### config.mk
export PLATFORM = sky130hd
export DESIGN_NAME = wav_header_parser_unit
export DESIGN_NICKNAME = d
export VERILOG_FILES = /design/src/hw/rtl/wavhp_pkg.sv /design/src/hw/rtl/wav_header_parser_unit.sv /design/src/hw/rtl/wavhp_front.sv /design/src/hw/rtl/wavhp_cmd_fifo.sv /design/src/hw/rtl/wavhp_back.sv
export SDC_FILE = /design/constraint.sdc
export NUM_CORES = 1
export LEC_CHECK = 0
export BUFFER_PORTS_ARGS = -buffer_cell sky130_fd_sc_hd__buf_2
export CAP_MARGIN = 20
export CORE_MARGIN = 2
export CORE_UTILIZATION = 41
export DETAILED_ROUTE_END_ITERATION = 12
export PLACE_DENSITY = 0.65
export SLEW_MARGIN = 20
export SYNTH_ARGS = -nofsm -noshare
export SYNTH_HDL_FRONTEND = slang
export SYNTH_SLANG_ARGS = --single-unit
### constraint.sdc
create_clock -name clk_i -period 16.36 [get_ports clk_i]
set_clock_uncertainty 0.1 [all_clocks]
set_input_delay 4.09 -clock clk_i [delete_from_list [all_inputs] [get_ports clk_i]]
set_output_delay 4.09 -clock clk_i [all_outputs]
set_load 0.02 [all_outputs]
### src/hw/rtl/wavhp_pkg.sv
`timescale 1ns / 1ps
`default_nettype none

package wavhp_pkg;

  // Chunk ids as they assemble little-endian from the byte stream
  localparam logic [31:0] ID_WAVE = 32'h45564157;
  localparam logic [31:0] ID_FMT  = 32'h20746D66;
  localparam logic [31:0] ID_DATA = 32'h61746164;
  localparam logic [31:0] ID_LIST = 32'h5453494C;
  localparam logic [31:0] ID_FACT = 32'h74636166;

  localparam logic [31:0] HDR_LEN       = 32'd12;
  localparam logic [31:0] HDR_ID_OFS    = 32'd8;
  localparam logic [31:0] CHUNK_HDR_LEN = 32'd8;
  localparam logic [31:0] CHUNK_ID_LEN  = 32'd4;
  localparam logic [31:0] FMT_SIZE_MIN  = 32'd16;
  localparam logic [31:0] FMT_SIZE_MAX  = 32'd100;

  localparam logic [31:0] FMT_OFS_TAG     = 32'd0;
  localparam logic [31:0] FMT_OFS_CHAN    = 32'd2;
  localparam logic [31:0] FMT_OFS_RATE_LO = 32'd4;
  localparam logic [31:0] FMT_OFS_RATE_HI = 32'd5;
  localparam logic [31:0] FMT_OFS_BITS    = 32'd14;

  localparam logic [7:0] FMT_TAG_PCM = 8'd1;
  localparam logic [7:0] CHAN_MONO   = 8'd1;
  localparam logic [7:0] CHAN_STEREO = 8'd2;
  localparam logic [7:0] BITS_EIGHT  = 8'd8;
  localparam logic [7:0] BITS_SIXTEEN = 8'd16;

  localparam int unsigned CLK_W = 27;
  localparam logic [CLK_W-1:0] CLK_HZ_RESET = 27'd20000000;

  // Dividend is clock_hz / 8; the /64 path reuses its quotient shifted by 3
  localparam int unsigned DVD_W = CLK_W - 3;
  localparam int unsigned STEP_W = 5;
  localparam logic [STEP_W-1:0] DIV_STEPS = STEP_W'(DVD_W);
  localparam logic [15:0] CMP_LIMIT = 16'd255;

  localparam int unsigned CMD_DEPTH = 4;
  localparam int unsigned CMD_PTR_W = 2;
  localparam int unsigned CMD_CNT_W = 3;

  typedef enum logic [1:0] {
    CMD_FAIL,
    CMD_FMT,
    CMD_OK
  } cmd_kind_e;

  typedef struct packed {
    cmd_kind_e   kind;
    logic        has_fmt;
    logic        stereo;
    logic        bits_sixteen;
    logic [15:0] rate;
    logic [31:0] size;
  } cmd_t;

  typedef struct packed {
    logic [7:0] data_byte;
    logic       first;
    logic       end_of_file;
  } in_t;

  typedef struct packed {
    logic        status;
    logic        stereo;
    logic        bits_sixteen;
    logic [15:0] sample_rate;
    logic [7:0]  compare_value;
    logic        prescale_64;
    logic [31:0] data_size;
  } out_t;

endpackage

`default_nettype wire

### src/hw/rtl/wav_header_parser_unit.sv
// A result word reaches the result ports via the command queue and the result register
// after the parse ends; a running timer division or an unread word holds it back.
// Throughput: one byte per cycle while the command queue is not full; each valid fmt
// chunk costs a shift-subtract division in the back end, absorbed by the 4-deep queue.
// Reset (rst_ni, async, active low): parser idle, queues empty, clock_hz = 20000000.
`timescale 1ns / 1ps
`default_nettype none

module wav_header_parser_unit import wavhp_pkg::*; (
  input  wire logic             clk_i,
  input  wire logic             rst_ni,
  input  wire logic             push,
  output logic                  full,
  input  wire in_t              item_i,
  output logic                  empty,
  input  wire logic             pop,
  output out_t                  result_o,
  input  wire logic             cfg_we_i,
  input  wire logic [CLK_W-1:0] cfg_wdata_i
);

  cmd_t cmd_in, cmd_out;
  logic cmd_valid, cmd_pop, cmd_empty;

  wavhp_front u_front (
    .clk_i       (clk_i),
    .rst_ni      (rst_ni),
    .push_i      (push),
    .item_i      (item_i),
    .full_i      (full),
    .cmd_o       (cmd_in),
    .cmd_valid_o (cmd_valid)
  );

  wavhp_cmd_fifo u_cmd_fifo (
    .clk_i   (clk_i),
    .rst_ni  (rst_ni),
    .push_i  (cmd_valid),
    .data_i  (cmd_in),
    .full_o  (full),
    .pop_i   (cmd_pop),
    .data_o  (cmd_out),
    .empty_o (cmd_empty)
  );

  wavhp_back u_back (
    .clk_i       (clk_i),
    .rst_ni      (rst_ni),
    .cfg_we_i    (cfg_we_i),
    .cfg_wdata_i (cfg_wdata_i),
    .cmd_i       (cmd_out),
    .cmd_empty_i (cmd_empty),
    .cmd_pop_o   (cmd_pop),
    .result_o    (result_o),
    .empty_o     (empty),
    .pop_i       (pop)
  );

  // front end never issues a command into a full queue
  a_no_overflow: assert property (@(posedge clk_i) disable iff (!rst_ni)
    cmd_valid |-> !full)
    else $error("command issued while queue full");

  // a failure word carries nothing but its status
  a_fail_clean: assert property (@(posedge clk_i) disable iff (!rst_ni)
    (!empty && result_o.status) |-> (result_o.data_size == '0
      && result_o.sample_rate == '0 && result_o.compare_value == '0
      && !result_o.stereo && !result_o.bits_sixteen && !result_o.prescale_64))
    else $error("failure word with nonzero fields");

  // the queue fills only after a command was issued
  a_full_cause: assert property (@(posedge clk_i) disable iff (!rst_ni)
    $rose(full) |-> $past(cmd_valid))
    else $error("queue became full without a command");

  // only fmt commands leave the queue while the result register holds an unread word
  a_hold_result: assert property (@(posedge clk_i) disable iff (!rst_ni)
    (!empty && !pop && cmd_pop) |-> cmd_out.kind == CMD_FMT)
    else $error("result overwritten before pop");

endmodule

`default_nettype wire

### src/hw/rtl/wavhp_front.sv
`timescale 1ns / 1ps
`default_nettype none

module wavhp_front import wavhp_pkg::*; (
  input  wire logic clk_i,
  input  wire logic rst_ni,
  input  wire logic push_i,
  input  wire in_t  item_i,
  input  wire logic full_i,
  output cmd_t      cmd_o,
  output logic      cmd_valid_o
);

  localparam logic [2:0] PH_IDLE   = 3'd0;
  localparam logic [2:0] PH_HEADER = 3'd1;
  localparam logic [2:0] PH_CHUNK  = 3'd2;
  localparam logic [2:0] PH_FMT    = 3'd3;
  localparam logic [2:0] PH_SKIP   = 3'd4;

  logic [2:0]  phase_q, phase_d;
  logic [31:0] cnt_q, cnt_d;
  logic [31:0] id_q, id_d;
  logic [31:0] size_q, size_d;
  logic [7:0]  tag_q, tag_d;
  logic [7:0]  chan_q, chan_d;
  logic [15:0] rate_q, rate_d;
  logic [7:0]  bits_q, bits_d;
  logic        has_fmt_q, has_fmt_d;
  logic [7:0]  b;
  logic        fmt_ok;

  assign b = item_i.data_byte;
  // the last byte of a fmt chunk lies past every captured field
  assign fmt_ok = (tag_q == FMT_TAG_PCM)
               && (chan_q == CHAN_MONO || chan_q == CHAN_STEREO)
               && (bits_q == BITS_EIGHT || bits_q == BITS_SIXTEEN)
               && (rate_q != 16'd0);

  always_comb begin
    phase_d   = phase_q;
    cnt_d     = cnt_q;
    id_d      = id_q;
    size_d    = size_q;
    tag_d     = tag_q;
    chan_d    = chan_q;
    rate_d    = rate_q;
    bits_d    = bits_q;
    has_fmt_d = has_fmt_q;
    cmd_valid_o = 1'b0;
    cmd_o = '0;
    cmd_o.kind = CMD_FAIL;

    if (push_i && !full_i) begin
      if (item_i.first) begin
        phase_d   = PH_HEADER;
        cnt_d     = '0;
        id_d      = '0;
        size_d    = '0;
        tag_d     = '0;
        chan_d    = '0;
        rate_d    = '0;
        bits_d    = '0;
        has_fmt_d = 1'b0;
      end
      if (phase_d != PH_IDLE) begin
        if (item_i.end_of_file) begin
          cmd_valid_o = 1'b1;
          phase_d = PH_IDLE;
        end else begin
          case (phase_d)
            PH_HEADER: begin
              if (cnt_d >= HDR_ID_OFS) id_d = {b, id_d[31:8]};
              cnt_d = cnt_d + 32'd1;
              if (cnt_d == HDR_LEN) begin
                if (id_d != ID_WAVE) begin
                  cmd_valid_o = 1'b1;
                  phase_d = PH_IDLE;
                end else begin
                  phase_d = PH_CHUNK;
                  cnt_d   = '0;
                  id_d    = '0;
                  size_d  = '0;
                end
              end
            end
            PH_CHUNK: begin
              if (cnt_d < CHUNK_ID_LEN) id_d = {b, id_d[31:8]};
              else size_d = {b, size_d[31:8]};
              cnt_d = cnt_d + 32'd1;
              if (cnt_d == CHUNK_HDR_LEN) begin
                cnt_d = '0;
                if (id_d == ID_FMT) begin
                  if (size_d > FMT_SIZE_MAX || size_d < FMT_SIZE_MIN) begin
                    cmd_valid_o = 1'b1;
                    phase_d = PH_IDLE;
                  end else begin
                    phase_d = PH_FMT;
                  end
                end else if (id_d == ID_DATA) begin
                  cmd_valid_o = 1'b1;
                  cmd_o.kind = CMD_OK;
                  cmd_o.has_fmt = has_fmt_d;
                  cmd_o.stereo = (chan_d == CHAN_STEREO);
                  cmd_o.bits_sixteen = (bits_d == BITS_SIXTEEN);
                  cmd_o.rate = rate_d;
                  cmd_o.size = size_d;
                  phase_d = PH_IDLE;
                end else if (id_d == ID_LIST || id_d == ID_FACT) begin
                  id_d = '0;
                  if (size_d != '0) begin
                    phase_d = PH_SKIP;
                    cnt_d = size_d;
                  end
                  size_d = '0;
                end else begin
                  cmd_valid_o = 1'b1;
                  phase_d = PH_IDLE;
                end
              end
            end
            PH_FMT: begin
              if (cnt_d == FMT_OFS_TAG) tag_d = b;
              else if (cnt_d == FMT_OFS_CHAN) chan_d = b;
              else if (cnt_d == FMT_OFS_RATE_LO) rate_d = {rate_d[15:8], b};
              else if (cnt_d == FMT_OFS_RATE_HI) rate_d = {b, rate_d[7:0]};
              else if (cnt_d == FMT_OFS_BITS) bits_d = b;
              cnt_d = cnt_d + 32'd1;
              if (cnt_d >= size_d) begin
                cmd_valid_o = 1'b1;
                if (fmt_ok) begin
                  // hand the rate to the back end for the timer division
                  cmd_o.kind = CMD_FMT;
                  cmd_o.rate = rate_d;
                  has_fmt_d = 1'b1;
                  phase_d = PH_CHUNK;
                  cnt_d   = '0;
                  id_d    = '0;
                  size_d  = '0;
                end else begin
                  phase_d = PH_IDLE;
                end
              end
            end
            PH_SKIP: begin
              cnt_d = cnt_d - 32'd1;
              if (cnt_d == '0) begin
                phase_d = PH_CHUNK;
                id_d    = '0;
                size_d  = '0;
              end
            end
            default: begin
              phase_d = PH_IDLE;
            end
          endcase
        end
      end
    end
  end

  always_ff @(posedge clk_i or negedge rst_ni) begin
    if (!rst_ni) begin
      phase_q   <= PH_IDLE;
      cnt_q     <= '0;
      id_q      <= '0;
      size_q    <= '0;
      tag_q     <= '0;
      chan_q    <= '0;
      rate_q    <= '0;
      bits_q    <= '0;
      has_fmt_q <= 1'b0;
    end else begin
      phase_q   <= phase_d;
      cnt_q     <= cnt_d;
      id_q      <= id_d;
      size_q    <= size_d;
      tag_q     <= tag_d;
      chan_q    <= chan_d;
      rate_q    <= rate_d;
      bits_q    <= bits_d;
      has_fmt_q <= has_fmt_d;
    end
  end

endmodule

`default_nettype wire

### src/hw/rtl/wavhp_cmd_fifo.sv
`timescale 1ns / 1ps
`default_nettype none

module wavhp_cmd_fifo import wavhp_pkg::*; (
  input  wire logic clk_i,
  input  wire logic rst_ni,
  input  wire logic push_i,
  input  wire cmd_t data_i,
  output logic      full_o,
  input  wire logic pop_i,
  output cmd_t      data_o,
  output logic      empty_o
);

  cmd_t                 mem_q [CMD_DEPTH];
  logic [CMD_PTR_W-1:0] wr_ptr_q, rd_ptr_q;
  logic [CMD_CNT_W-1:0] cnt_q;
  logic                 do_push, do_pop;

  assign full_o  = (cnt_q == CMD_CNT_W'(CMD_DEPTH));
  assign empty_o = (cnt_q == '0);
  assign data_o  = mem_q[rd_ptr_q];
  assign do_push = push_i && !full_o;
  assign do_pop  = pop_i && !empty_o;

  always_ff @(posedge clk_i) begin
    if (do_push) mem_q[wr_ptr_q] <= data_i;
  end

  always_ff @(posedge clk_i or negedge rst_ni) begin
    if (!rst_ni) begin
      wr_ptr_q <= '0;
      rd_ptr_q <= '0;
      cnt_q    <= '0;
    end else begin
      if (do_push) wr_ptr_q <= wr_ptr_q + CMD_PTR_W'(1);
      if (do_pop) rd_ptr_q <= rd_ptr_q + CMD_PTR_W'(1);
      if (do_push && !do_pop) cnt_q <= cnt_q + CMD_CNT_W'(1);
      else if (do_pop && !do_push) cnt_q <= cnt_q - CMD_CNT_W'(1);
    end
  end

endmodule

`default_nettype wire

### src/hw/rtl/wavhp_back.sv
`timescale 1ns / 1ps
`default_nettype none

module wavhp_back import wavhp_pkg::*; (
  input  wire logic             clk_i,
  input  wire logic             rst_ni,
  input  wire logic             cfg_we_i,
  input  wire logic [CLK_W-1:0] cfg_wdata_i,
  input  wire cmd_t             cmd_i,
  input  wire logic             cmd_empty_i,
  output logic                  cmd_pop_o,
  output out_t                  result_o,
  output logic                  empty_o,
  input  wire logic             pop_i
);

  logic [CLK_W-1:0]  clock_q;
  logic              busy_q;
  logic [STEP_W-1:0] steps_q;
  logic [DVD_W-1:0]  dq_q;
  logic [15:0]       rem_q;
  logic [15:0]       dvs_q;
  logic [16:0]       trial;
  logic [16:0]       shifted;
  logic [15:0]       q8, q64;
  logic [7:0]        cmp;
  logic              pre;
  logic              out_valid_q;
  out_t              out_q, out_d;

  // restoring division: one quotient bit per cycle, shifted into dq_q
  assign shifted = {rem_q, dq_q[DVD_W-1]};
  assign trial   = shifted - {1'b0, dvs_q};

  // timer settings from the finished quotient, 16-bit wrap as specified
  assign q8  = dq_q[15:0] - 16'd1;
  assign q64 = dq_q[18:3] - 16'd1;
  always_comb begin
    if (q8 > CMP_LIMIT) begin
      cmp = q64[7:0];
      pre = 1'b1;
    end else begin
      cmp = q8[7:0];
      pre = 1'b0;
    end
  end

  always_comb begin
    cmd_pop_o = 1'b0;
    case (cmd_i.kind)
      CMD_FMT: cmd_pop_o = !busy_q && !cmd_empty_i;
      CMD_OK,
      CMD_FAIL: cmd_pop_o = !busy_q && !cmd_empty_i && (!out_valid_q || pop_i);
      default: cmd_pop_o = !busy_q && !cmd_empty_i && (!out_valid_q || pop_i);
    endcase
  end

  always_comb begin
    out_d = '0;
    if (cmd_i.kind == CMD_OK) begin
      out_d.stereo       = cmd_i.stereo;
      out_d.bits_sixteen = cmd_i.bits_sixteen;
      out_d.sample_rate  = cmd_i.rate;
      out_d.data_size    = cmd_i.size;
      if (cmd_i.has_fmt) begin
        out_d.compare_value = cmp;
        out_d.prescale_64   = pre;
      end
    end else begin
      out_d.status = 1'b1;
    end
  end

  assign result_o = out_q;
  assign empty_o  = !out_valid_q;

  always_ff @(posedge clk_i or negedge rst_ni) begin
    if (!rst_ni) begin
      clock_q     <= CLK_HZ_RESET;
      busy_q      <= 1'b0;
      steps_q     <= '0;
      out_valid_q <= 1'b0;
    end else begin
      if (cfg_we_i) clock_q <= cfg_wdata_i;
      if (cmd_pop_o && cmd_i.kind == CMD_FMT) begin
        busy_q  <= 1'b1;
        steps_q <= DIV_STEPS;
      end else if (busy_q) begin
        steps_q <= steps_q - STEP_W'(1);
        if (steps_q == STEP_W'(1)) busy_q <= 1'b0;
      end
      if (cmd_pop_o && cmd_i.kind != CMD_FMT) out_valid_q <= 1'b1;
      else if (pop_i) out_valid_q <= 1'b0;
    end
  end

  always_ff @(posedge clk_i) begin
    if (cmd_pop_o && cmd_i.kind == CMD_FMT) begin
      dq_q  <= clock_q[CLK_W-1:3];
      rem_q <= '0;
      dvs_q <= cmd_i.rate;
    end else if (busy_q) begin
      if (!trial[16]) begin
        rem_q <= trial[15:0];
        dq_q  <= {dq_q[DVD_W-2:0], 1'b1};
      end else begin
        rem_q <= shifted[15:0];
        dq_q  <= {dq_q[DVD_W-2:0], 1'b0};
      end
    end
    if (cmd_pop_o && cmd_i.kind != CMD_FMT) out_q <= out_d;
  end

endmodule

`default_nettype wire

Word level (Yosys, flattened, before mapping). Memory sizes are Yosys's and may differ from the RTL's. Cells that the tools add are included.

Register bits: 297. Memory bits (writable): 212. Bits of input ports: 42. Output and inout port bits: 62. Word-level logic and storage cells: 256. Memories: 1.

Memory list: u_cmd_fifo.mem_q (words 4, width 53, read ports 1, clocked after memory_dff 0, write ports 1, RTL line wavhp_cmd_fifo.sv:15) `cmd_t mem_q [CMD_DEPTH];`.

$add $sub $neg: 10. Order comparisons: 6. Equal/unequal tests: 27. Multiplexer cells: 153. Reduce and logical (&&, ||, !) cells: 33.

Operators with widths (number): 2-to-1 mux 32 bit (54); one-hot mux 32 bit (4 select lines) (3); 2-to-1 mux 53 bit (6); 2-to-1 mux 8 bit (23); 2-to-1 mux 16 bit (11); == test 32 x 31 -> 1 bit, second input constant (3); == test 32 x 4 -> 1 bit, second input constant (3); == test 32 x 3 -> 1 bit, second input constant (2); zero test 32 bit (2); 2-to-1 mux 24 bit (2); 2-to-1 mux 3 bit (15); adder 32 x 1 -> 32 bit, second input constant (1); == test 32 x 2 -> 1 bit, second input constant (1); == test 32 x 30 -> 1 bit, second input constant (1); >= comparator 32 bit (1); >= comparator 32 x 4 -> 1 bit, second input constant (1); greater-than comparator 32 x 7 -> 1 bit, second input constant (1); < comparator 32 x 3 -> 1 bit, second input constant (1); < comparator 32 x 5 -> 1 bit, second input constant (1); inequality test 32 x 31 -> 1 bit, second input constant (1); one-hot mux 16 bit (2 select lines) (1); nonzero test 32 bit (1); subtractor 32 x 1 -> 32 bit, second input constant (1); 2-to-1 mux 1 bit (29); other kinds (32) (64).

Depth between registers and ports, before layout. Gate-level depths: netlist of the first run.

Depth in word-level cells: 25. Mapped depth: 31. Mapped depth without buffers: 25.

Cells and area by module. Synthesis of the first run repeated with hierarchy kept, for this count alone.

Cells, all modules: 2337. Area total of the unflattened synthesis: 26500.4 um2.

Modules (own cells, without submodules): wavhp_front (instances 1, cells each 1419, area an instance 11431.0 um2, sequential area each 3503.4 um2); wavhp_cmd_fifo (instances 1, cells each 313, area an instance 8139.1 um2, sequential area each 6541.3 um2); wavhp_back (instances 1, cells each 605, area an instance 6930.4 um2, sequential area each 4108.9 um2).

Worst setup path after synthesis of the first run. Ideal clock, no wire load.

Path kind: input -> register. Start: input port item_i[1] (netlist name). End: memory u_cmd_fifo.mem_q[0][0] (netlist name) (enable). Library setup time: 0.416 ns. Arrival time: 10.199 ns. Data required time: 15.844 ns. Path slack: 5.645 ns. Cell stages on the path: 25. Buffers on the path: 8. Cells stage by stage: clkbuf_1 clkbuf_1 buf_2 buf_1 clkbuf_1 buf_1 clkbuf_1 buf_1 nor2b_1 ha_1 nand3_1 nor4_1 nand3_1 mux2i_1 inv_1 ha_1 and4_1 o2111ai_1 o221ai_1 o31ai_1 a21oi_1 and2_1 a311oi_1 a21oi_1 and2_1.

Word-level cells in the longest chain between the ends: 21. Elaborated cells on any way between the ends: 56. Those cells by class: add/sub (1); order compare (5); eq/ne (10); mux (36); reduce/logical (4).

RTL lines: from (decl) (RTL line wav_header_parser_unit.sv:14) `input wire in_t item_i,`; branches (longest 16 deep; another with < comparator 32 x 3 -> 1 bit); 2-to-1 mux 1 bit * (RTL line wavhp_front.sv:65) `if (phase_d != PH_IDLE) begin`; 2-to-1 mux 1 bit * (RTL line wavhp_front.sv:53) `if (push_i && !full_i) begin`; logical AND 1 bit * (RTL line wavhp_cmd_fifo.sv:23) `assign do_push = push_i && !full_o;`; via u_cmd_fifo.do_push (RTL line wavhp_cmd_fifo.sv:18) `logic do_push, do_pop;`; 2-to-1 mux 1 bit * (RTL line wavhp_cmd_fifo.sv:27) `if (do_push) mem_q[wr_ptr_q] <= data_i;`; 2-to-1 mux 1 bit (not written as such) * (RTL line wavhp_cmd_fifo.sv:27); to (decl) (RTL line wavhp_cmd_fifo.sv:15).

Mark *: on every way through the listed nets, which the timed path passes. The select of a mux whose other input is x is not followed.

Worst setup path after layout of the first run.
Start: input port item_i[1] (netlist name). End: register u_front.size_q[19].

Word-level cells in the longest chain between the ends: 17. Elaborated cells on any way between the ends: 53. Those cells by class: add/sub (2); order compare (3); eq/ne (11); mux (34); reduce/logical (3).

RTL lines: 2-to-1 mux 32 bit (RTL line wavhp_front.sv:54) `if (item_i.first) begin`; 2-to-1 mux 32 bit (RTL line wavhp_front.sv:53); < comparator 32 x 3 -> 1 bit (RTL line wavhp_front.sv:87) `if (cnt_d < CHUNK_ID_LEN) id_d = {b, id_d[31:8]};`; 2-to-1 mux 32 bit (RTL line wavhp_front.sv:87); 2-to-1 mux 32 bit (RTL line wavhp_front.sv:70) `case (phase_d)`; 2-to-1 mux 32 bit (RTL line wavhp_front.sv:66) `if (item_i.end_of_file) begin`; 2-to-1 mux 32 bit (RTL line wavhp_front.sv:65); 2-to-1 mux 32 bit (RTL line wavhp_front.sv:53); == test 32 x 31 -> 1 bit (RTL line wavhp_front.sv:108) `end else if (id_d == ID_LIST || id_d == ID_FACT) begin`; logical OR 1 bit (RTL line wavhp_front.sv:108); 2-to-1 mux 32 bit (RTL line wavhp_front.sv:108); 2-to-1 mux 32 bit (RTL line wavhp_front.sv:99) `end else if (id_d == ID_DATA) begin`; 2-to-1 mux 32 bit (RTL line wavhp_front.sv:92) `if (id_d == ID_FMT) begin`; 2-to-1 mux 32 bit (RTL line wavhp_front.sv:90) `if (cnt_d == CHUNK_HDR_LEN) begin`; one-hot mux 32 bit (4 select lines) (RTL line wavhp_front.sv:70); 2-to-1 mux 32 bit (RTL line wavhp_front.sv:66); 2-to-1 mux 32 bit * (RTL line wavhp_front.sv:65); to (signal assigned) (RTL line wavhp_front.sv:176) `size_q <= size_d;`; to (decl) (RTL line wavhp_front.sv:23) `logic [31:0] size_q, size_d;`.

Mark *: on every way between the ends. The rest lies on a longest branch, timed or not. The select of a mux whose other input is x is not followed. A chain may end at the register's enable or synchronous reset.

==> results of run 1 <==
-- flip-flops by register name, summed over array words and instances, names as in the netlist, 24 cells and up --
name / count
u_cmd_fifo.mem_q: 212
u_back.result_o: 60
u_front.cnt_q: 32
u_front.id_q: 32
u_front.size_q: 32
u_back.clock_q: 24
u_back.dq_q: 24
-- synth_stat cells (all sizes together), types with 42 or more instances --
cell,instances,area [µm²]
nor2b,42,263
nand2,188,706
mux2,52,586
inv,90,338
a22o,59,517
ha,65,813
and2,62,388
nor2,211,792
o21ai,111,556
clkbuf,116,435
nor3,69,355
edfxtp,312,9370
mux4,53,1190
dfrtp,170,4250
a21oi,94,474
nor4,48,349
nand3,71,355
-- cell families after synthesis --
family                     count (synthesis)
muxes                                    126
and+or+nand+nor                          873
buffers and inverters                    247
xor gates and xnor gates                  66
adders and majority gates                 67
DFF                                      506
AOI/OAI and AO/OA                        490
-- power by group through the flow --
stage | Combinational [mW] | Sequential (mW) | Clock [mW]
2_1_floorplan | 0.967 | 1.79 | 0
3_3_place_gp | 1.34 | 1.79 | 0
3_5_place_dp | 1.37 | 1.80 | 0
4_1_cts | 1.37 | 1.77 | 1.25
5_1_grt | 1.50 | 1.80 | 1.30
6_report | 1.36 | 1.78 | 1.23
-- cell type report --
| cell class | count | share of cell area (%) |
|---|---|---|
| clock buffers | 71 | 4.79 |
| repair buffers | 129 | 2.47 |
| flip-flops and latches | 506 | 48.0 |
| well taps | 855 | 3.63 |
| clock inverters | 27 | 1.23 |
| multi-input cells | 1622 | 38.7 |
| inverters | 90 | 1.15 |
-- worst min path at each step --
| stage | cells after the start | end | slack, ns | startpoint |
|---|---|---|---|---|
| 2_1_floorplan | 1 | u_front.has_fmt_q | 0.34 | u_front.has_fmt_q |
| 3_3_place_gp | 2 | u_front.size_q[5] | 0.37 | u_front.size_q[5] |
| 3_5_place_dp | 1 | u_front.has_fmt_q | 0.37 | u_front.has_fmt_q |
| 4_1_cts | 2 | u_front.size_q[5] | 0.39 | u_front.size_q[5] |
| 5_1_grt | 1 | u_front.has_fmt_q | 0.40 | u_front.has_fmt_q |
| 6_report | 2 | u_front.size_q[5] | 0.38 | u_front.size_q[5] |
-- routing by layer --
layer | wire length, µm | vias up
met3 | 5000 | 115
li1 | - | 8958
met4 | 1870 | 2
met1 | 31700 | 9704
met2 | 34200 | 754
met5 | 10 | -
-- worst max-delay path: stages --
cell and delay, ns:
buf_4 0.33, inv_2 0.13, nand2_1 0.13, inv_1 0.20, ha_1 0.38, nand3_1 0.20, nor4_1 0.59, nand3_1 0.18
mux2i_1 0.38, inv_1 0.16, ha_1 0.34, and4_1 0.23, o2111ai_1 0.13, o221ai_1 0.22, o31ai_1 0.39, a21oi_1 0.21
a21boi_0 0.74, nand2b_1 0.36, o31a_1 0.19, buf_4 0.27, o21bai_1 0.44, a22o_1 0.24
-- through the flow --
stage,power (mW),utilization [%],hold slack [ns]
CTS,4.40,46.0,0.385
global placement,3.12,43.2,0.368
floorplan,2.75,-,0.341
detailed placement,3.16,43.2,0.371
finish,4.37,46.0,0.382
global route,4.60,46.0,0.404
==> impl_metrics.py, run 1 <==
metrics = {
    "sta": {
        "setup_viol": 0,
        "tightest_slew_ns": 1.08,
        "setup_slack_ns": 6.20,
        "final_hold_viol_count": 0,
        "drv_slew": 0,
        "timing.fmax_mhz": 98.5,
        "fin_crit_ns": 10.16,
        "fin_crit_sh_pct": 62.1,
        "rsz0062_at_grt": "no",
        "setup_tns_ns": 0,
        "maxSlewHeadroom_pct": 27.7,
    },
    "finish": {
        "layout.cells.non_filler": 3300,
        "finalInstanceArea_mm2": 0.0295,
        "layout_commonest_cell": "edfxtp_1",
        "regArea_mm2": 0.0142,
        "n_antenna_cell": 0,
        "syn_to_final_growth_pct": 11.4,
        "fill_cells": 5745,
        "multi_input_area_mm2": 0.0114,
        "fin_nets": 2510,
        "drive_gt1_share_pct": 15.2,
        "final_cell_mix": "edfxtp_1, nor2_1, nand2_1",
    },
    "clock_tree": {
        "clk_path_buf_depth": 3,
        "cts_tree": "built",
        "clk_latency_ns": 0.62,
        "cts_setup_buffers": 0,
        "cts_resized": 0,
        "cts_root_buf": "clkbuf_16",
        "clkSlewWorstSetupHoldPaths_ns": 0.06,
        "hold_buffers": 0,
        "htreeDepth": 2,
        "cts_sinks": 506,
        "numCtsBuffers": 52,
    },
    "global_routing": {
        "met3_usage_pct": 3.45,
        "grt_usage_pct": 21.5,
        "top_usage_layer": "met2",
        "met1_usage_pct": 30.1,
        "antenna_found_initial": 1,
        "grt_pass1_vias": 18837,
        "gr-usage-met2_pct": 34.5,
        "grt_max_degree": 75,
        "grt_overflow_total": 0,
        "grt_first_pass_wirelength_um": 113000,
    },
    "floorplan": {
        "dieHeight_um": 258,
        "io-pin-count": 104,
        "die_x_um": 258,
        "start_util_pct": 41.3,
        "die_area_mm2": 0.0666,
        "coreArea_mm2": 0.0641,
        "row_count": 93,
    },
    "pwr": {
        "p_int_mw": 2.87,
        "leakage_nw": 11.0,
        "clock_power_share_pct": 28.1,
        "netSwitchingPower_mw": 1.50,
        "comb_power_share_pct": 31.2,
        "swShare_pct": 34.3,
        "powerDensity_mw_per_mm2": 148,
        "seq_power_share_pct": 40.7,
        "ir_drop_uv": 73.9,
    },
    "logic_synthesis": {
        "synth_warnings": 0,
        "ys_seq_area_share_pct": 53.5,
        "async_reset_ff_share_pct": 35.2,
        "ys_ff_latch": 506,
        "syn_area_mm2": 0.0265,
        "synth_top_family_by_area": "simple AND/OR/NAND/NOR gates",
        "synthMuxAreaShare_pct": 7.52,
        "synthSimpleGateAreaFrac_pct": 17.1,
        "synth_fp_nets": 2484,
        "ys.flop_type": "edfxtp_1",
        "synth_fa_ha_area_share_pct": 3.22,
        "synthXorXnorAreaFrac_pct": 2.18,
        "synth-edff-count": 312,
        "netlist_instances": 2375,
        "synthDistinctLibCells": 94,
        "syn_avg_cell_area_um2": 11.1,
        "synth-compound-area-share_pct": 12.9,
    },
    "worst_setup_path": {
        "crit_type": "in2reg",
        "ff2ff_path_depth": 20,
        "reg2reg_from": "u_front.cnt_q[0]",
        "r2r_setup_slack_ns": 9.56,
        "crit_required_ns": 16.79,
        "cp_max_fo": 71,
        "cp-end-kind": "register",
        "critPathLaunchType": "input pin",
        "crit_end": "u_front.size_q[19]",
        "crit_start": "item_i[1]",
        "r2r-end": "u_front.size_q[19]",
        "crit_arrival_ns": 10.59,
    },
    "placement": {
        "io_buffers": 100,
        "place_congestion": 0.935,
        "place_area_mm2": 0.0277,
        "dp_worst_setup_slack_ns": 5.74,
        "dp_cells": 3202,
        "hpwl_um": 50000,
    },
    "hold_path": {
        "hp-class": "reg2reg",
    },
    "detailed_routing": {
        "ant_nets": 0,
        "drc": 0,
        "vias_per_cell": 5.92,
        "first_pass_iters": 8,
        "wire_per_inst_um": 22.0,
        "num_vias": 19533,
        "drt_iter0_markers": 1906,
        "drt_wl_total_um": 72700,
    },
    "outcome": {
        "outcome": "completed",
    },
    "job": {
        "drv_cap": 0,
    },
}
Note: power is estimated with default switching activity, not from simulation.
==> inputs of run 2 (changes only) <==
==> constraint.sdc (replaced) <==
create_clock -name clk_i -period 9.8 [get_ports clk_i]
set_clock_uncertainty 0.1 [all_clocks]
set_input_delay 2.45 -clock clk_i [delete_from_list [all_inputs] [get_ports clk_i]]
set_output_delay 2.45 -clock clk_i [all_outputs]
set_load 0.02 [all_outputs]
==> run 2 against run 1 <==
Against the previous run: non-clock buffer count grew 18; first-iteration DRC count is 5.0% higher; critical path depth is the same; sequential share of layout area shrank 0.23 points; cell area up 0.48%; global-route usage up 0.63 points; total power rose by 67%; die area did not move; register-to-register slack worse by 6.5 ns; via count increased by 0.71%; critical path type unchanged; largest power group unchanged; highest routed layer unchanged.
==> impl_metrics.py, run 2 (synthesized netlist as in run 1, its figures left out) <==
metrics = {
    "outcome": {
        "outcome": "completed",
    },
    "sta": {
        "final_hold_viol_count": 0,
        "maxSlewHeadroom_pct": 28.2,
        "drv_slew": 0,
        "fin_crit_sh_pct": 83.7,
        "rsz0062_at_grt": "no",
        "fin_crit_ns": 8.20,
        "tightest_slew_ns": 1.07,
        "whs_ns": 0.392,
        "setup_tns_ns": 0,
        "setup_slack_ns": 1.60,
        "timing.fmax_mhz": 122,
        "setup_viol": 0,
    },
    "hold_path": {
        "hold_end": "u_cmd_fifo.cnt_q[2]",
        "hp-start": "u_cmd_fifo.cnt_q[2]",
        "hp-class": "reg2reg",
        "hold_depth": 1,
    },
    "worst_setup_path": {
        "r2r-end": "u_front.size_q[23]",
        "cp_max_fo": 31,
        "slowest_stage": "a21boi_0",
        "crit_type": "in2reg",
        "crit_family": "compound AO/OA/AOI/OAI gates",
        "worstPathCellList": "buf_4, inv_2, nand2_1, inv_1, ha_1, nand3_1, nor4_1, nand3_1, mux2i_1, inv_1, ha_1, and4_1, o2111ai_1, o221ai_1, o31ai_1, a21oi_1, a21boi_0, nand2b_1, o31a_1, buf_4, o21bai_1, a22o_1",
        "slowest_delay_ns": 0.84,
        "cp-end-kind": "register",
        "ff2ff_path_depth": 20,
        "reg2reg_from": "u_front.cnt_q[0]",
        "crit_arrival_ns": 8.63,
        "crit_required_ns": 10.23,
        "critPathLaunchType": "input pin",
        "path_buf_inv": 5,
        "r2r_setup_slack_ns": 3.07,
    },
    "floorplan": {
        "dieHeight_um": 258,
        "coreArea_mm2": 0.0641,
        "row_count": 93,
        "die_area_mm2": 0.0666,
        "die_x_um": 258,
        "start_util_pct": 41.3,
        "io-pin-count": 104,
    },
    "clock_tree": {
        "cts_tree": "built",
        "htreeDepth": 2,
        "numCtsBuffers": 53,
        "cts_resized": 0,
        "clk_latency_ns": 0.62,
        "clkSlewWorstSetupHoldPaths_ns": 0.06,
        "cts_root_buf": "clkbuf_16",
        "hold_buffers": 0,
        "cts_sinks": 506,
        "cts_setup_buffers": 0,
        "clk_path_buf_depth": 3,
    },
    "finish": {
        "layout_commonest_cell": "edfxtp_1",
        "top_register": "u_cmd_fifo.mem_q",
        "fin_util_pct": 46.2,
        "syn_to_final_growth_pct": 11.9,
        "largest_reg_flops": 212,
        "fill_cells": 5777,
        "finalInstanceArea_mm2": 0.0296,
        "final_cell_mix": "edfxtp_1, nor2_1, nand2_1",
        "drive_gt1_share_pct": 16.0,
        "fin_nets": 2529,
        "layout.cells.non_filler": 3319,
        "n_antenna_cell": 0,
    },
    "detailed_routing": {
        "drt_iter0_markers": 2001,
        "ant_nets": 0,
        "first_pass_iters": 6,
        "num_vias": 19671,
        "vias_per_cell": 5.93,
        "drc": 0,
        "drt_wl_total_um": 74300,
        "wire_per_inst_um": 22.4,
    },
    "job": {
        "drv_cap": 0,
    },
    "placement": {
        "hpwl_um": 52100,
        "dp_worst_setup_slack_ns": 1.07,
        "dp_cells": 3220,
        "io_buffers": 100,
        "place_congestion": 0.945,
        "place_area_mm2": 0.0278,
    },
    "global_routing": {
        "grt_max_degree": 80,
        "antenna_found_initial": 1,
        "grt_usage_pct": 22.2,
        "grt_overflow_total": 0,
        "grt_first_pass_wirelength_um": 115000,
        "grt_pass1_vias": 19186,
    },
    "pwr": {
        "total_power_mw": 7.29,
        "powerDensity_mw_per_mm2": 246,
        "ir_drop_uv": 186,
        "leakage_nw": 11.1,
    },
}
==> run 2: changes by cell type in the layout (fill, tap and decap cells not counted), sizes merged <==
cell	before	now
inv	95	92
clkinv	14	20
clkbuf	71	70
clkinvlp	2	3
bufinv	6	4
buf	129	147
==> run 2: routing by layer <==
metal | track usage [%] | vias to the layer above | wire length [µm]
li1 | - | 9000 | -
met1 | 30.6 | 9724 | 31700
met2 | 35.1 | 811 | 34500
met3 | 4.05 | 134 | 5570
met4 | 8.00 | 2 | 2480
met5 | 0 | - | 19
==> run 2: final cells by class <==
type	count	area, µm²	share of cell area [%]
clock buffer	70	1480	5.00
tap	855	1070	3.61
sequential	506	14200	47.8
inverter	90	338	1.14
clock inverter	29	310	1.05
timing repair buffer	147	866	2.92
multi-input combinational	1622	11400	38.5
==> run 2: report_power, final <==
group / internal (mW) / switching (mW) / total, mW
clock: 1.18 / 0.873 / 2.05
combinational: 0.917 / 1.35 / 2.26
sequential: 2.70 / 0.275 / 2.97
==> run 2: worst max path at each step <==
stage                          from                       to  slack [ns]  cells past startpoint
after detailed placement  item_i[1]  u_cmd_fifo.mem_q[1][10]        1.07                     21
after global placement    item_i[1]   u_cmd_fifo.mem_q[0][5]        1.18                     21
after floorplan           item_i[1]   u_cmd_fifo.mem_q[0][0]        0.73                     25
after CTS                 item_i[1]   u_cmd_fifo.mem_q[2][8]        1.68                     21
after global routing      item_i[1]   u_cmd_fifo.mem_q[1][2]        1.20                     21
final                     item_i[1]       u_front.size_q[23]        1.60                     22
==> inputs of run 3 (changes only) <==
--- a/config.mk
+++ b/config.mk
@@ -10,7 +10,7 @@
 export CORE_MARGIN = 2
 export CORE_UTILIZATION = 41
 export DETAILED_ROUTE_END_ITERATION = 12
-export PLACE_DENSITY = 0.65
+export PLACE_DENSITY = 0.67
 export SLEW_MARGIN = 20
 export SYNTH_ARGS = -nofsm -noshare
 export SYNTH_HDL_FRONTEND = slang
==> constraint.sdc (replaced) <==
create_clock -name clk_i -period 7.1 [get_ports clk_i]
set_clock_uncertainty 0.1 [all_clocks]
set_input_delay 1.775 -clock clk_i [delete_from_list [all_inputs] [get_ports clk_i]]
set_output_delay 1.775 -clock clk_i [all_outputs]
set_load 0.02 [all_outputs]
==> run 3 against run 2 <==
Against the previous run: register-to-register slack got worse by 1.8 ns; non-clock buffer count rose by 22; largest power group unchanged; clock-buffer cell count is 6 lower; via count up 0.81%; routed wire length shrank 0.43%; setup slack got worse by 0.79 ns; sequential cell count unchanged; critical path depth unchanged; hold slack got worse by 0.017 ns.
==> impl_metrics.py, run 3 (synthesized netlist as in run 1, its figures left out) <==
metrics = {
    "outcome": {
        "outcome": "completed",
    },
    "global_routing": {
        "grt_overflow_total": 0,
        "gr-usage-met2_pct": 34.7,
        "top_usage_layer": "met2",
        "met1_usage_pct": 30.5,
        "antenna_found_initial": 0,
        "grt_usage_pct": 22.0,
        "grt_max_degree": 77,
        "grt_first_pass_wirelength_um": 115000,
        "grt_pass1_vias": 19296,
        "met3_usage_pct": 3.25,
    },
    "placement": {
        "hpwl_um": 52000,
        "place_congestion": 0.935,
        "io_buffers": 100,
        "place_area_mm2": 0.0282,
    },
    "floorplan": {
        "die_x_um": 258,
        "row_count": 93,
        "coreArea_mm2": 0.0641,
        "start_util_pct": 41.3,
        "io-pin-count": 104,
        "dieHeight_um": 258,
        "die_area_mm2": 0.0666,
    },
    "clock_tree": {
        "clk_latency_ns": 0.63,
        "cts_tree": "built",
        "numCtsBuffers": 53,
        "hold_buffers": 0,
        "clkSlewWorstSetupHoldPaths_ns": 0.06,
        "cts_resized": 0,
        "cts_root_buf": "clkbuf_16",
        "htreeDepth": 2,
        "clk_path_buf_depth": 3,
        "cts_sinks": 506,
        "cts_setup_buffers": 0,
    },
    "hold_path": {
        "hp-class": "reg2reg",
    },
    "worst_setup_path": {
        "critPathLaunchType": "input pin",
        "slowest_delay_ns": 0.44,
        "path_buf_inv": 3,
        "crit_type": "in2reg",
        "crit_required_ns": 7.51,
        "crit_arrival_ns": 6.70,
        "cp_max_fo": 46,
        "slowest_stage": "nor3_1",
        "crit_family": "simple AND/OR/NAND/NOR gates",
        "cp-end-kind": "register",
        "worstPathCellList": "buf_4, buf_12, nand3b_1, nor3_1, nand2_1, nor3_1, nand3_1, xor2_1, nor2_1, ha_1, a21o_1, a21o_1, a211oi_1, o2111a_1, a21oi_1, and2_1, a311oi_2, a21oi_2, ha_2, inv_1, fa_1, mux2_2",
        "r2r_setup_slack_ns": 1.31,
    },
    "finish": {
        "multi_input_area_mm2": 0.0115,
        "finalInstanceArea_mm2": 0.0301,
        "top_register": "u_cmd_fifo.mem_q",
        "fin_util_pct": 47.0,
        "drive_gt1_share_pct": 17.3,
        "n_antenna_cell": 0,
        "syn_to_final_growth_pct": 13.7,
        "largest_reg_flops": 212,
        "layout_commonest_cell": "edfxtp_1",
        "final_cell_mix": "edfxtp_1, nor2_1, nand2_1",
        "fin_nets": 2551,
        "fill_cells": 5671,
        "regArea_mm2": 0.0142,
    },
    "sta": {
        "drv_slew": 0,
        "final_hold_viol_count": 0,
        "timing.fmax_mhz": 159,
        "setup_viol": 0,
        "tightest_slew_ns": 0.996,
        "rsz0062_at_grt": "no",
        "maxSlewHeadroom_pct": 32.7,
        "fin_crit_sh_pct": 88.6,
        "fin_crit_ns": 6.29,
        "setup_tns_ns": 0,
        "whs_ns": 0.376,
    },
    "detailed_routing": {
        "vias_per_cell": 5.93,
        "ant_nets": 0,
        "num_vias": 19830,
        "drc": 0,
        "drt_wl_total_um": 74000,
        "drt_iter0_markers": 2106,
        "first_pass_iters": 6,
        "wire_per_inst_um": 22.1,
    },
    "job": {
        "drv_cap": 0,
    },
    "pwr": {
        "total_power_mw": 10.3,
        "leakage_nw": 11.3,
        "ir_drop_uv": 198,
        "powerDensity_mw_per_mm2": 342,
    },
}
run 3: cell types whose count changed in the layout (fill, tap and decap cells not counted), sizes merged:
cell and delta:
buf +22, clkinvlp -1, inv +2, clkinv +1
bufinv +5, clkbuf -6
run 3: layout make-up:
cell class                      instances  share of cell area, %
Clock buffer                           64                   4.74
Clock inverter                         36                   1.68
Inverter                               90                   1.12
Multi-Input combinational cell       1622                   38.1
Sequential cell                       506                   47.0
Tap cell                              855                   3.55
Timing Repair Buffer                  169                   3.80
run 3: routing by layer:
layer,vias up,part of all wire (%),wire (µm)
li1,9044,-,-
met1,9792,43,31800
met2,833,47,34400
met3,161,6.8,5020
met4,0,3.8,2780
met5,-,0,0
run 3: through the flow:
| step | instances | setup slack [ns] |
|---|---|---|
| detailed placement | 3242 | 0.197 |
| finish | 3342 | 0.810 |
| global route | 3342 | 0.623 |
| global placement | 3241 | 0.243 |
| CTS | 3342 | 0.848 |
| floorplan | 2375 | 0.000564 |
run 3: final timing paths:
| kind | from | to | depth (start not counted) |
|---|---|---|---|
| min in group asynchronous | rst_ni | u_front.id_q[22] | 1 |
| max in group asynchronous | rst_ni | u_front.size_q[4] | 2 |
| worst min-delay path | u_front.has_fmt_q | u_front.has_fmt_q | 1 |
| worst max-delay path | item_i[1] | u_cmd_fifo.cnt_q[1] | 22 |
| worst max register to register | u_front.cnt_q[3] | u_front.size_q[23] | 12 |
| worst min register to register | u_front.has_fmt_q | u_front.has_fmt_q | 1 |
run 3: worst register-to-register path: stages (launching register included):
cell	delay, ns
dfrtp_1	0.51
buf_4	0.27
nor4_2	0.51
nand2_1	0.41
nor4_4	0.79
buf_4	0.33
nor3_1	0.08
a211oi_1	0.46
o32a_1	0.37
o21a_1	0.47
nand2_1	0.35
o21bai_1	0.84
a22o_1	0.25
run 3: power by group:
| part | leakage [nW] | switching, mW | internal (mW) | total, mW |
|---|---|---|---|---|
| Sequential | 5.46 | 0.386 | 3.72 | 4.11 |
| Combinational | 4.88 | 1.87 | 1.29 | 3.16 |
| Clock | 0.945 | 1.24 | 1.79 | 3.03 |
| Total | 11.3 | 3.50 | 6.80 | 10.3 |
